## config.mk

```make
export PLATFORM = sky130hd
export DESIGN_NAME = two_wire_frame_transceiver_unit
export DESIGN_NICKNAME = d
export VERILOG_FILES = /design/src/design/tfx_pkg.sv /design/src/design/tfx_regs.sv /design/src/design/tfx_ctrl.sv /design/src/design/tfx_dpath.sv /design/src/design/two_wire_frame_transceiver_unit.sv
export SDC_FILE = /design/constraint.sdc
export NUM_CORES = 1
export LEC_CHECK = 0
export BUFFER_PORTS_ARGS = -buffer_cell sky130_fd_sc_hd__clkbuf_2
export CELL_PAD_IN_SITES_DETAIL_PLACEMENT = 1
export CELL_PAD_IN_SITES_GLOBAL_PLACEMENT = 1
export CORE_AREA = 2 2 204 156
export CTS_CLUSTER_SIZE = 28
export DETAILED_ROUTE_END_ITERATION = 10
export DIE_AREA = 0 0 206 158
export PLACE_DENSITY_LB_ADDON = 0.1
export REMOVE_ABC_BUFFERS = 1
export SLEW_MARGIN = 20
export SYNTH_ARGS = -nofsm -noshare
export SYNTH_HDL_FRONTEND = slang
export SYNTH_SLANG_ARGS = --single-unit
export TNS_END_PERCENT = 50
```

## constraint.sdc

```tcl
create_clock -name clk -period 4.8 [get_ports clk]
set_input_delay 0.24 -clock clk [delete_from_list [all_inputs] [get_ports clk]]
set_output_delay 0.24 -clock clk [all_outputs]
set_load 0.03 [all_outputs]
```

## src/design/tfx_pkg.sv

```systemverilog
// shared constants and types of the two-wire frame transceiver
package tfx_pkg;

  localparam int DATA_BYTES = 8;
  localparam int FRAME_LEN  = DATA_BYTES + 4;
  localparam int IDX_W      = $clog2(FRAME_LEN);
  localparam int POS_W      = $clog2(FRAME_LEN + 1);
  localparam int CNT_W      = 24;
  localparam int TICK_W     = 20;
  localparam int ADDR_W     = 4;
  localparam int DATA_W     = 32;

  localparam logic [1:0] FUNC_TICK = 2'd0;
  localparam logic [1:0] FUNC_EDGE = 2'd1;
  localparam logic [1:0] FUNC_SEND = 2'd2;

  localparam logic [1:0] REG_TICK_NS       = 2'd0;
  localparam logic [1:0] REG_RX_TIMEOUT_NS = 2'd1;
  localparam logic [1:0] REG_BIT_HALF_NS   = 2'd2;

  localparam logic [TICK_W-1:0] TICK_NS_RST       = TICK_W'(1000);
  localparam logic [CNT_W-1:0]  RX_TIMEOUT_NS_RST = CNT_W'(1000000);
  localparam logic [CNT_W-1:0]  BIT_HALF_NS_RST   = CNT_W'(50000);

  typedef struct packed {
    logic [1:0] func;
    logic       sda_level;
    logic [7:0] send_byte;
  } in_item_t;

  typedef struct packed {
    logic       scl_out;
    logic       sda_out;
    logic       drive_enable;
    logic [7:0] rx_byte;
    logic       rx_valid;
    logic       rx_last;
    logic       send_rejected;
    logic [1:0] link_mode;
  } out_item_t;

  typedef struct packed {
    logic [TICK_W-1:0] tick_ns;
    logic [CNT_W-1:0]  rx_timeout_ns;
    logic [CNT_W-1:0]  bit_half_ns;
  } cfg_regs_t;

  typedef struct packed {
    logic accept;
    logic exec;
    logic emit_status;
    logic burst_first;
    logic burst_emit;
    logic burst_hold;
  } ctrl_cmd_t;

  typedef struct packed {
    logic burst_req;
    logic burst_last;
  } dp_status_t;

endpackage

```

## src/design/tfx_regs.sv

```systemverilog
// configuration register file with its apb-style access port
module tfx_regs (
  input  logic                       clk,
  input  logic                       rst_n,
  input  logic                       psel,
  input  logic                       penable,
  input  logic                       pwrite,
  input  logic [tfx_pkg::ADDR_W-1:0] paddr,
  input  logic [tfx_pkg::DATA_W-1:0] pwdata,
  output logic [tfx_pkg::DATA_W-1:0] prdata,
  output logic                       pready,
  output tfx_pkg::cfg_regs_t         cfg
);
  import tfx_pkg::*;

  logic [TICK_W-1:0] tick_r, tick_nxt;
  logic [CNT_W-1:0]  tmo_r, tmo_nxt;
  logic [CNT_W-1:0]  half_r, half_nxt;
  logic              wr_en;
  logic [1:0]        reg_sel;

  assign pready  = 1'b1;
  assign wr_en   = psel && penable && pwrite;
  assign reg_sel = paddr[ADDR_W-1:2];

  always_comb begin
    tick_nxt = tick_r;
    tmo_nxt  = tmo_r;
    half_nxt = half_r;
    prdata   = '0;
    unique case (reg_sel)
      REG_TICK_NS: begin
        prdata = DATA_W'(tick_r);
        if (wr_en) tick_nxt = pwdata[TICK_W-1:0];
      end
      REG_RX_TIMEOUT_NS: begin
        prdata = DATA_W'(tmo_r);
        if (wr_en) tmo_nxt = pwdata[CNT_W-1:0];
      end
      REG_BIT_HALF_NS: begin
        prdata = DATA_W'(half_r);
        if (wr_en) half_nxt = pwdata[CNT_W-1:0];
      end
      default: prdata = '0;
    endcase
  end

  always_ff @(posedge clk) begin
    if (!rst_n) begin
      tick_r <= TICK_NS_RST;
      tmo_r  <= RX_TIMEOUT_NS_RST;
      half_r <= BIT_HALF_NS_RST;
    end else begin
      tick_r <= tick_nxt;
      tmo_r  <= tmo_nxt;
      half_r <= half_nxt;
    end
  end

  assign cfg.tick_ns       = tick_r;
  assign cfg.rx_timeout_ns = tmo_r;
  assign cfg.bit_half_ns   = half_r;

endmodule

```

## src/design/tfx_ctrl.sv

```systemverilog
// controller: sequences accept, execute, result and frame readout burst
module tfx_ctrl (
  input  logic                clk,
  input  logic                rst_n,
  input  logic                in_valid,
  output logic                in_ready,
  output logic                out_valid,
  input  logic                out_ready,
  input  tfx_pkg::dp_status_t status,
  output tfx_pkg::ctrl_cmd_t  cmd
);
  import tfx_pkg::*;

  typedef enum logic [2:0] {
    S_IDLE,
    S_EXEC,
    S_EMIT,
    S_BSTART,
    S_BURST
  } state_t;

  state_t state_r, state_nxt;
  logic   out_valid_r, out_valid_nxt;
  logic   slot_free;

  assign slot_free = !out_valid_r || out_ready;
  assign in_ready  = (state_r == S_IDLE);
  assign out_valid = out_valid_r;

  always_comb begin
    state_nxt     = state_r;
    out_valid_nxt = out_valid_r && !out_ready;
    cmd           = '0;
    unique case (state_r)
      S_IDLE: begin
        if (in_valid) begin
          cmd.accept = 1'b1;
          state_nxt  = S_EXEC;
        end
      end
      S_EXEC: begin
        cmd.exec  = 1'b1;
        state_nxt = status.burst_req ? S_BSTART : S_EMIT;
      end
      S_EMIT: begin
        if (slot_free) begin
          cmd.emit_status = 1'b1;
          out_valid_nxt   = 1'b1;
          state_nxt       = S_IDLE;
        end
      end
      S_BSTART: begin
        cmd.burst_first = 1'b1;
        state_nxt       = S_BURST;
      end
      S_BURST: begin
        if (slot_free) begin
          cmd.burst_emit = 1'b1;
          out_valid_nxt  = 1'b1;
          if (status.burst_last) state_nxt = S_IDLE;
        end else begin
          cmd.burst_hold = 1'b1;
        end
      end
      default: state_nxt = S_IDLE;
    endcase
  end

  always_ff @(posedge clk) begin
    if (!rst_n) begin
      state_r     <= S_IDLE;
      out_valid_r <= 1'b0;
    end else begin
      state_r     <= state_nxt;
      out_valid_r <= out_valid_nxt;
    end
  end

endmodule

```

## src/design/tfx_dpath.sv

```systemverilog
// datapath: link phase, timer, bit and byte counters, frame store, result register
module tfx_dpath (
  input  logic                clk,
  input  logic                rst_n,
  input  tfx_pkg::in_item_t   in_data,
  input  tfx_pkg::ctrl_cmd_t  cmd,
  input  tfx_pkg::cfg_regs_t  cfg,
  output tfx_pkg::dp_status_t status,
  output tfx_pkg::out_item_t  out_data
);
  import tfx_pkg::*;

  typedef enum logic [2:0] {
    PH_IDLE,
    PH_RECV,
    PH_LOAD,
    PH_HIGH,
    PH_LOW,
    PH_LAST
  } phase_t;

  typedef enum logic [1:0] {
    ACT_NONE,
    ACT_TIMEOUT,
    ACT_SEND
  } action_t;

  localparam logic [POS_W-1:0] FRAME_END = POS_W'(FRAME_LEN);
  localparam logic [IDX_W-1:0] LAST_IDX  = IDX_W'(FRAME_LEN - 1);

  phase_t            phase_r, phase_nxt;
  action_t           pend_r, pend_nxt;
  logic [CNT_W-1:0]  cnt_r, cnt_nxt;
  logic [CNT_W-1:0]  reload_r, reload_nxt;
  logic [2:0]        bitp_r, bitp_nxt;
  logic [POS_W-1:0]  bytep_r, bytep_nxt;
  logic [7:0]        asm_r, asm_nxt;
  logic              scl_r, scl_nxt;
  logic              sda_r, sda_nxt;
  logic              drv_r, drv_nxt;
  logic              rej_r, rej_nxt;
  logic [IDX_W-1:0]  bidx_r;
  logic [7:0]        rd_data_r;
  in_item_t          item_r;
  out_item_t         out_r;

  logic [7:0]        mem [FRAME_LEN];
  logic              mem_we;
  logic [IDX_W-1:0]  mem_wa;
  logic [7:0]        mem_wd;
  logic              rd_en;
  logic [IDX_W-1:0]  rd_addr;

  logic [POS_W-1:0]  bp_inc;
  logic [IDX_W-1:0]  byte_idx;
  logic [CNT_W-1:0]  tick_ext;
  logic              done;
  logic [1:0]        mode;

  assign bp_inc   = bytep_r + POS_W'(1);
  assign byte_idx = (bytep_r < FRAME_END) ? bytep_r[IDX_W-1:0] : '0;
  assign tick_ext = CNT_W'(cfg.tick_ns);

  always_comb begin
    unique case (phase_r)
      PH_IDLE: mode = 2'd0;
      PH_RECV: mode = 2'd1;
      PH_LOAD: mode = 2'd2;
      default: mode = 2'd3;
    endcase
  end

  // one transaction's effect on the link state
  always_comb begin
    logic [POS_W-1:0] bp_new;
    logic             taken;
    phase_nxt  = phase_r;
    pend_nxt   = pend_r;
    cnt_nxt    = cnt_r;
    reload_nxt = reload_r;
    bitp_nxt   = bitp_r;
    bytep_nxt  = bytep_r;
    asm_nxt    = asm_r;
    scl_nxt    = scl_r;
    sda_nxt    = sda_r;
    drv_nxt    = drv_r;
    rej_nxt    = rej_r;
    mem_we     = 1'b0;
    mem_wa     = byte_idx;
    mem_wd     = item_r.send_byte;
    done       = 1'b0;
    bp_new     = bp_inc;
    taken      = 1'b1;
    if (cmd.exec) begin
      rej_nxt = 1'b0;
      case (item_r.func)
        FUNC_TICK: begin
          if (tick_ext >= cnt_r) begin
            cnt_nxt = '0;
            if (pend_r == ACT_TIMEOUT) begin
              phase_nxt = PH_IDLE;
              pend_nxt  = ACT_NONE;
              bitp_nxt  = '0;
              bytep_nxt = '0;
            end else if (pend_r == ACT_SEND) begin
              if (phase_r == PH_HIGH) begin
                phase_nxt = PH_LOW;
                sda_nxt   = (bytep_r < FRAME_END) && rd_data_r[bitp_r];
                scl_nxt   = 1'b0;
                bitp_nxt  = bitp_r + 3'd1;
                cnt_nxt   = reload_r;
                if (bitp_r == 3'd7) begin
                  bytep_nxt = bp_inc;
                  if (bp_inc >= FRAME_END) phase_nxt = PH_LAST;
                end
              end else if (phase_r == PH_LOW) begin
                phase_nxt = PH_HIGH;
                scl_nxt   = 1'b1;
                cnt_nxt   = reload_r;
              end else if (phase_r == PH_LAST) begin
                // end of transmission: release lines, counter not reloaded
                bitp_nxt  = '0;
                bytep_nxt = '0;
                pend_nxt  = ACT_NONE;
                phase_nxt = PH_IDLE;
                drv_nxt   = 1'b0;
                scl_nxt   = 1'b1;
              end else begin
                pend_nxt = ACT_NONE;
              end
            end
          end else begin
            cnt_nxt = cnt_r - tick_ext;
          end
        end
        FUNC_EDGE: begin
          if (phase_r == PH_IDLE || phase_r == PH_RECV) begin
            phase_nxt  = PH_RECV;
            pend_nxt   = ACT_TIMEOUT;
            reload_nxt = cfg.rx_timeout_ns;
            cnt_nxt    = cfg.rx_timeout_ns;
            asm_nxt    = {item_r.sda_level, asm_r[7:1]};
            bitp_nxt   = bitp_r + 3'd1;
            if (bitp_r == 3'd7) begin
              mem_we    = (bytep_r < FRAME_END);
              mem_wd    = asm_nxt;
              bytep_nxt = bp_inc;
              if (bp_inc >= FRAME_END) begin
                done      = 1'b1;
                bitp_nxt  = '0;
                bytep_nxt = '0;
              end
            end
          end
        end
        FUNC_SEND: begin
          if (phase_r == PH_IDLE) begin
            phase_nxt = PH_LOAD;
            bitp_nxt  = '0;
            mem_we    = 1'b1;
            mem_wa    = '0;
            bp_new    = POS_W'(1);
          end else if (phase_r == PH_LOAD) begin
            mem_we = (bytep_r < FRAME_END);
            bp_new = bp_inc;
          end else begin
            taken   = 1'b0;
            rej_nxt = 1'b1;
          end
          if (taken) begin
            bytep_nxt = bp_new;
            if (bp_new >= FRAME_END) begin
              phase_nxt  = PH_HIGH;
              drv_nxt    = 1'b1;
              bitp_nxt   = '0;
              bytep_nxt  = '0;
              pend_nxt   = ACT_SEND;
              reload_nxt = cfg.bit_half_ns;
              cnt_nxt    = '0;
            end
          end
        end
        default: rej_nxt = 1'b0;
      endcase
    end
  end

  assign status.burst_req  = done;
  assign status.burst_last = (bidx_r == LAST_IDX);

  // store read port follows the send pointer, or the burst index during readout
  assign rd_en = !cmd.burst_hold;
  always_comb begin
    if (cmd.burst_first) begin
      rd_addr = '0;
    end else if (cmd.burst_emit) begin
      rd_addr = (bidx_r == LAST_IDX) ? '0 : bidx_r + IDX_W'(1);
    end else begin
      rd_addr = byte_idx;
    end
  end

  always_ff @(posedge clk) begin
    if (mem_we) mem[mem_wa] <= mem_wd;
    if (rd_en) rd_data_r <= mem[rd_addr];
  end

  always_ff @(posedge clk) begin
    if (!rst_n) begin
      phase_r  <= PH_IDLE;
      pend_r   <= ACT_NONE;
      cnt_r    <= '0;
      reload_r <= '0;
      bitp_r   <= '0;
      bytep_r  <= '0;
      scl_r    <= 1'b1;
      sda_r    <= 1'b1;
      drv_r    <= 1'b0;
      rej_r    <= 1'b0;
    end else begin
      phase_r  <= phase_nxt;
      pend_r   <= pend_nxt;
      cnt_r    <= cnt_nxt;
      reload_r <= reload_nxt;
      bitp_r   <= bitp_nxt;
      bytep_r  <= bytep_nxt;
      scl_r    <= scl_nxt;
      sda_r    <= sda_nxt;
      drv_r    <= drv_nxt;
      rej_r    <= rej_nxt;
    end
  end

  always_ff @(posedge clk) begin
    asm_r <= asm_nxt;
    if (cmd.accept) item_r <= in_data;
    if (cmd.burst_first) begin
      bidx_r <= '0;
    end else if (cmd.burst_emit && bidx_r != LAST_IDX) begin
      bidx_r <= bidx_r + IDX_W'(1);
    end
    if (cmd.emit_status || cmd.burst_emit) begin
      out_r.scl_out       <= scl_r;
      out_r.sda_out       <= sda_r;
      out_r.drive_enable  <= drv_r;
      out_r.link_mode     <= mode;
      out_r.rx_byte       <= cmd.burst_emit ? rd_data_r : 8'd0;
      out_r.rx_valid      <= cmd.burst_emit;
      out_r.rx_last       <= cmd.burst_emit && status.burst_last;
      out_r.send_rejected <= cmd.emit_status && rej_r;
    end
  end

  assign out_data = out_r;

endmodule

```

## src/design/two_wire_frame_transceiver_unit.sv

```systemverilog
// top level of the two-wire frame transceiver
//
// in_* channel: one transaction per event (timer tick, falling clock edge
// seen on the line, or one frame byte offered for sending). out_* channel:
// status transactions carrying driven line levels, drive enable, link mode
// and send rejection; a frame of 3 header bytes, the data bytes and a check
// byte that completes on receive comes out as a burst of byte transactions,
// the final one marked with rx_last.
// An item is taken, executed and its result registered in turn, through the
// accept, execute and result states; the next item is taken only once that
// result is registered. An edge that completes a frame is then read out,
// walking the frame store through its single registered read port.
// The apb port (psel/penable/pwrite/paddr/pwdata) sets tick length, receive
// timeout and half bit period; write it only while the link is quiet.
// Reset (rst_n low, synchronous) sets the link idle with both lines released
// high and the registers at their default values; no clearing pass is run.
// If out_ready stays low the result waits in the output register and the
// block holds after taking at most one more item, without dropping anything.
module two_wire_frame_transceiver_unit (
  input  logic                       clk,
  input  logic                       rst_n,
  input  logic                       in_valid,
  output logic                       in_ready,
  input  tfx_pkg::in_item_t          in_data,
  output logic                       out_valid,
  input  logic                       out_ready,
  output tfx_pkg::out_item_t         out_data,
  input  logic                       psel,
  input  logic                       penable,
  input  logic                       pwrite,
  input  logic [tfx_pkg::ADDR_W-1:0] paddr,
  input  logic [tfx_pkg::DATA_W-1:0] pwdata,
  output logic [tfx_pkg::DATA_W-1:0] prdata,
  output logic                       pready
);
  import tfx_pkg::*;

  cfg_regs_t  cfg;
  ctrl_cmd_t  cmd;
  dp_status_t status;

  tfx_regs u_regs (
    .clk     (clk),
    .rst_n   (rst_n),
    .psel    (psel),
    .penable (penable),
    .pwrite  (pwrite),
    .paddr   (paddr),
    .pwdata  (pwdata),
    .prdata  (prdata),
    .pready  (pready),
    .cfg     (cfg)
  );

  tfx_ctrl u_ctrl (
    .clk       (clk),
    .rst_n     (rst_n),
    .in_valid  (in_valid),
    .in_ready  (in_ready),
    .out_valid (out_valid),
    .out_ready (out_ready),
    .status    (status),
    .cmd       (cmd)
  );

  tfx_dpath u_dpath (
    .clk      (clk),
    .rst_n    (rst_n),
    .in_data  (in_data),
    .cmd      (cmd),
    .cfg      (cfg),
    .status   (status),
    .out_data (out_data)
  );

endmodule

```

==> flow_metrics.py <==
metrics = {
    "cts": {
        "numCtsBuffers": 29,
        "cts_tree": "built",
        "post_cts_resized": 0,
        "clk_pin_slew_ns": 0.06,
        "postCtsHoldBufs": 35,
        "post_cts_buffers": 0,
        "root_buffer": "clkbuf_16",
        "cts_max_level": 1,
        "clock_tree.buffer_depth": 3,
        "cts.sinks": 278,
        "insertion_delay_ns": 0.57,
    },
    "floorplan": {
        "rows": 56,
        "start_util": 0.441,
        "io_pins": 105,
        "die_y_um": 158,
        "die-area_um2": 32500,
        "die_w_um": 206,
        "fp.coreArea_um2": 30700,
    },
    "final_layout": {
        "drive_gt1_frac": 0.130,
        "synthToLayoutAreaGrowth_pct": 15.7,
        "fillers": 3496,
        "fin_util": 0.510,
        "seq_area_um2": 6950,
        "diodes": 0,
        "final_nets": 1618,
        "multi_input_area_um2": 6070,
    },
    "drt": {
        "vias": 11300,
        "routed_wl_mm": 41.2,
        "drc": 0,
        "wire_per_inst_um": 21.0,
        "viasPerCell": 5.73,
        "drt_iter0_markers": 920,
        "first_pass_iters": 4,
        "postRouteAntennaNets": 0,
    },
    "synthesis": {
        "yosys.cell_count.top_type": "nand2_1",
        "async_flop_share": 0,
        "yosys.area.top_type": "edfxtp_1",
        "seq_area_frac_synth": 0.514,
        "synth_ff_type": "dfxtp_1",
        "synth_common_cells": "288 x nand2_1, 140 x dfxtp_1, 138 x edfxtp_1",
        "synth_seq_cells": 278,
        "synth_cell_types": 83,
        "netlist_area_um2": 13500,
        "yosysWarningCount": 0,
        "syn-instance-count": 1452,
        "synth_edf_count": 138,
        "netlist_top_cells_area": "edfxtp_1 31%, dfxtp_1 21%, nand2_1 8.0%",
        "synth_top_area_frac": 0.306,
        "syn_avg_cell_area_um2": 9.31,
    },
    "sta": {
        "fin_crit_ns": 3.41,
        "rsz0062_at_grt": "false",
        "maxSlewViolCount": 0,
        "max_freq_mhz": 293,
        "worst_slew_pin_slew_ns": 1.17,
        "setup_tns_ns": 0,
        "relSlewSlack": 0.220,
        "hold_viol_final": 0,
        "finClkSkew_ns": 0.0157,
        "hold_ws_ns": 0.0873,
        "setup_violations": 0,
        "period_share": 0.710,
    },
    "power_and_ir_drop": {
        "sequentialPowerShare": 0.417,
        "leakage_nw": 5.83,
        "power_density_nw_per_um2": 418,
        "p_sw_mw": 2.00,
        "swShare": 0.306,
        "peakVddDrop_mv": 0.298,
        "comb_power_share": 0.217,
        "power_frac_clock": 0.366,
        "p_int_mw": 4.54,
    },
    "min_path": {
        "min_path_type": "input port to register",
        "hold_depth": 4,
    },
    "placed_design": {
        "place.gp.congestion": 0.835,
        "dpl.hpwl_mm": 26.9,
        "portBuffers": 85,
    },
    "grt": {
        "antenna_found_initial": 1,
        "grt_overflow": 0,
        "track_usage": 0.254,
        "grt_first_pass_wirelength_mm": 64.2,
        "grt_pass1_vias": 11100,
        "grt_start_max_net_pins": 66,
    },
    "critical_path": {
        "cp-end-kind": "register",
        "cp_data_required_time_ns": 5.10,
        "critPathMaxFanout": 23,
        "r2r_cells": 12,
        "arrival_ns": 3.71,
        "critPathLaunchType": "register",
        "critPathKind": "register to register",
    },
    "outcome": {
        "status": "complete, no violations",
    },
    "job": {
        "drv_cap": 0,
    },
}
[kinds of logic (layout without fill, tap and decap cells)]
logic type,Yosys count,in the layout,share of synthesized area
other cells,2,9,0.000555
fa+ha+maj,29,29,0.0274
buf+inv,138,237,0.0436
mux,58,58,0.0456
xor+xnor,21,21,0.0136
compound gates,376,376,0.177
simple gates,550,550,0.179
flops,278,278,0.514
[path summary, 6_finish.rpt]
kind | slack [ns] | start | end
setup / recovery | 1.39 | u_ctrl.state_r[0]$_SDFFE_PN0P_ | u_dpath.rd_data_r[0]$_DFFE_PN_
hold / removal | 0.09 | out_ready | u_ctrl.out_valid$_SDFF_PN0_
setup reg to reg | 1.39 | u_ctrl.state_r[0]$_SDFFE_PN0P_ | u_dpath.rd_data_r[0]$_DFFE_PN_
hold reg to reg | 0.44 | u_dpath.sda_r$_SDFFE_PN1P_ | u_dpath.out_data[14]$_DFFE_PP_
[critical path, cell delays in order, from the launching register on]
cell and delay (ns):
dfxtp_1 0.55, nor3b_1 0.10, buf_4 0.18, nand2_1 0.18, inv_1 0.19, o22ai_2 0.20, buf_4 0.31, nand2_1 0.56
buf_4 0.38, nand2_1 0.09, a22oi_1 0.08, a22oi_1 0.22, nand2_1 0.11
[routing by layer]
layer  wire length [um]  share of wire  track usage  up-vias
met4                571          0.014       0.0418        0
met2              17200           0.42        0.381      262
met1              21500           0.52        0.396     5617
li1                   -              -            -     5338
met3               1990          0.048       0.0319       35
met5                  0              0            0        -
[stage by stage]
stage	power, mW	instance area, um^2	instances	setup WS, ns
floorplan	3.71	13100	1358	0.00362
global route	6.85	15600	1964	1.01
CTS	6.59	15600	1964	1.39
detailed placement	4.16	14300	1875	1.43
finish	6.54	15600	1964	1.39
global placement	4.13	14300	1875	1.51
[state kept, by name (all words and copies together), names as in the netlist]
register / cells
u_dpath.out_data: 16
u_dpath.scl_r: 1
u_dpath.sda_r: 1
u_dpath.asm_r: 7
u_ctrl.out_valid: 1
u_regs.tick_r: 20
u_dpath.mem: 96
u_ctrl.state_r: 3
u_dpath.drv_r: 1
u_regs.half_r: 24
u_dpath.phase_r: 3
u_dpath.pend_r: 2
u_dpath.cnt_r: 24
u_dpath.bytep_r: 4
u_dpath.bidx_r: 4
u_dpath.rd_data_r: 8
u_dpath.reload_r: 24
u_dpath.rej_r: 1
u_dpath.bitp_r: 3
u_regs.tmo_r: 24
u_dpath.item_r: 11
[cells in the final DEF, fill, tap and decap left out, types with 10 or more instances in the layout]
master	count
a221oi_1	15
o21ai_0	79
nand2b_1	15
a22oi_1	25
clkbuf_2	85
edfxtp_1	138
dfxtp_1	140
xor2_1	11
clkbuf_16	29
mux2i_1	47
o211ai_1	13
nor2_1	120
dlygate4sd3_1	35
inv_1	36
a21oi_1	132
ha_1	27
nor3_1	15
buf_4	26
xnor2_1	10
nand3_1	33
and3_1	11
a211oi_1	29
nand2_1	288
[power groups by stage]
stage	Clock [mW]	Sequential, mW	Combinational, mW
after global placement	0	2.77	1.35
after global routing	2.54	2.74	1.57
final	2.39	2.73	1.42
after floorplan	0	2.78	0.928
after detailed placement	0	2.78	1.38
after CTS	2.45	2.73	1.41
[cell type report]
| cell class | instances | area share |
|---|---|---|
| Inverter | 37 | 0.00888 |
| Sequential cell | 278 | 0.444 |
| Timing Repair Buffer | 146 | 0.0621 |
| Tap cell | 406 | 0.0325 |
| Clock buffer | 35 | 0.0498 |
| Multi-Input combinational cell | 1043 | 0.388 |
| Clock inverter | 19 | 0.0148 |
No activity file was read; power rests on OpenSTA's default activity.
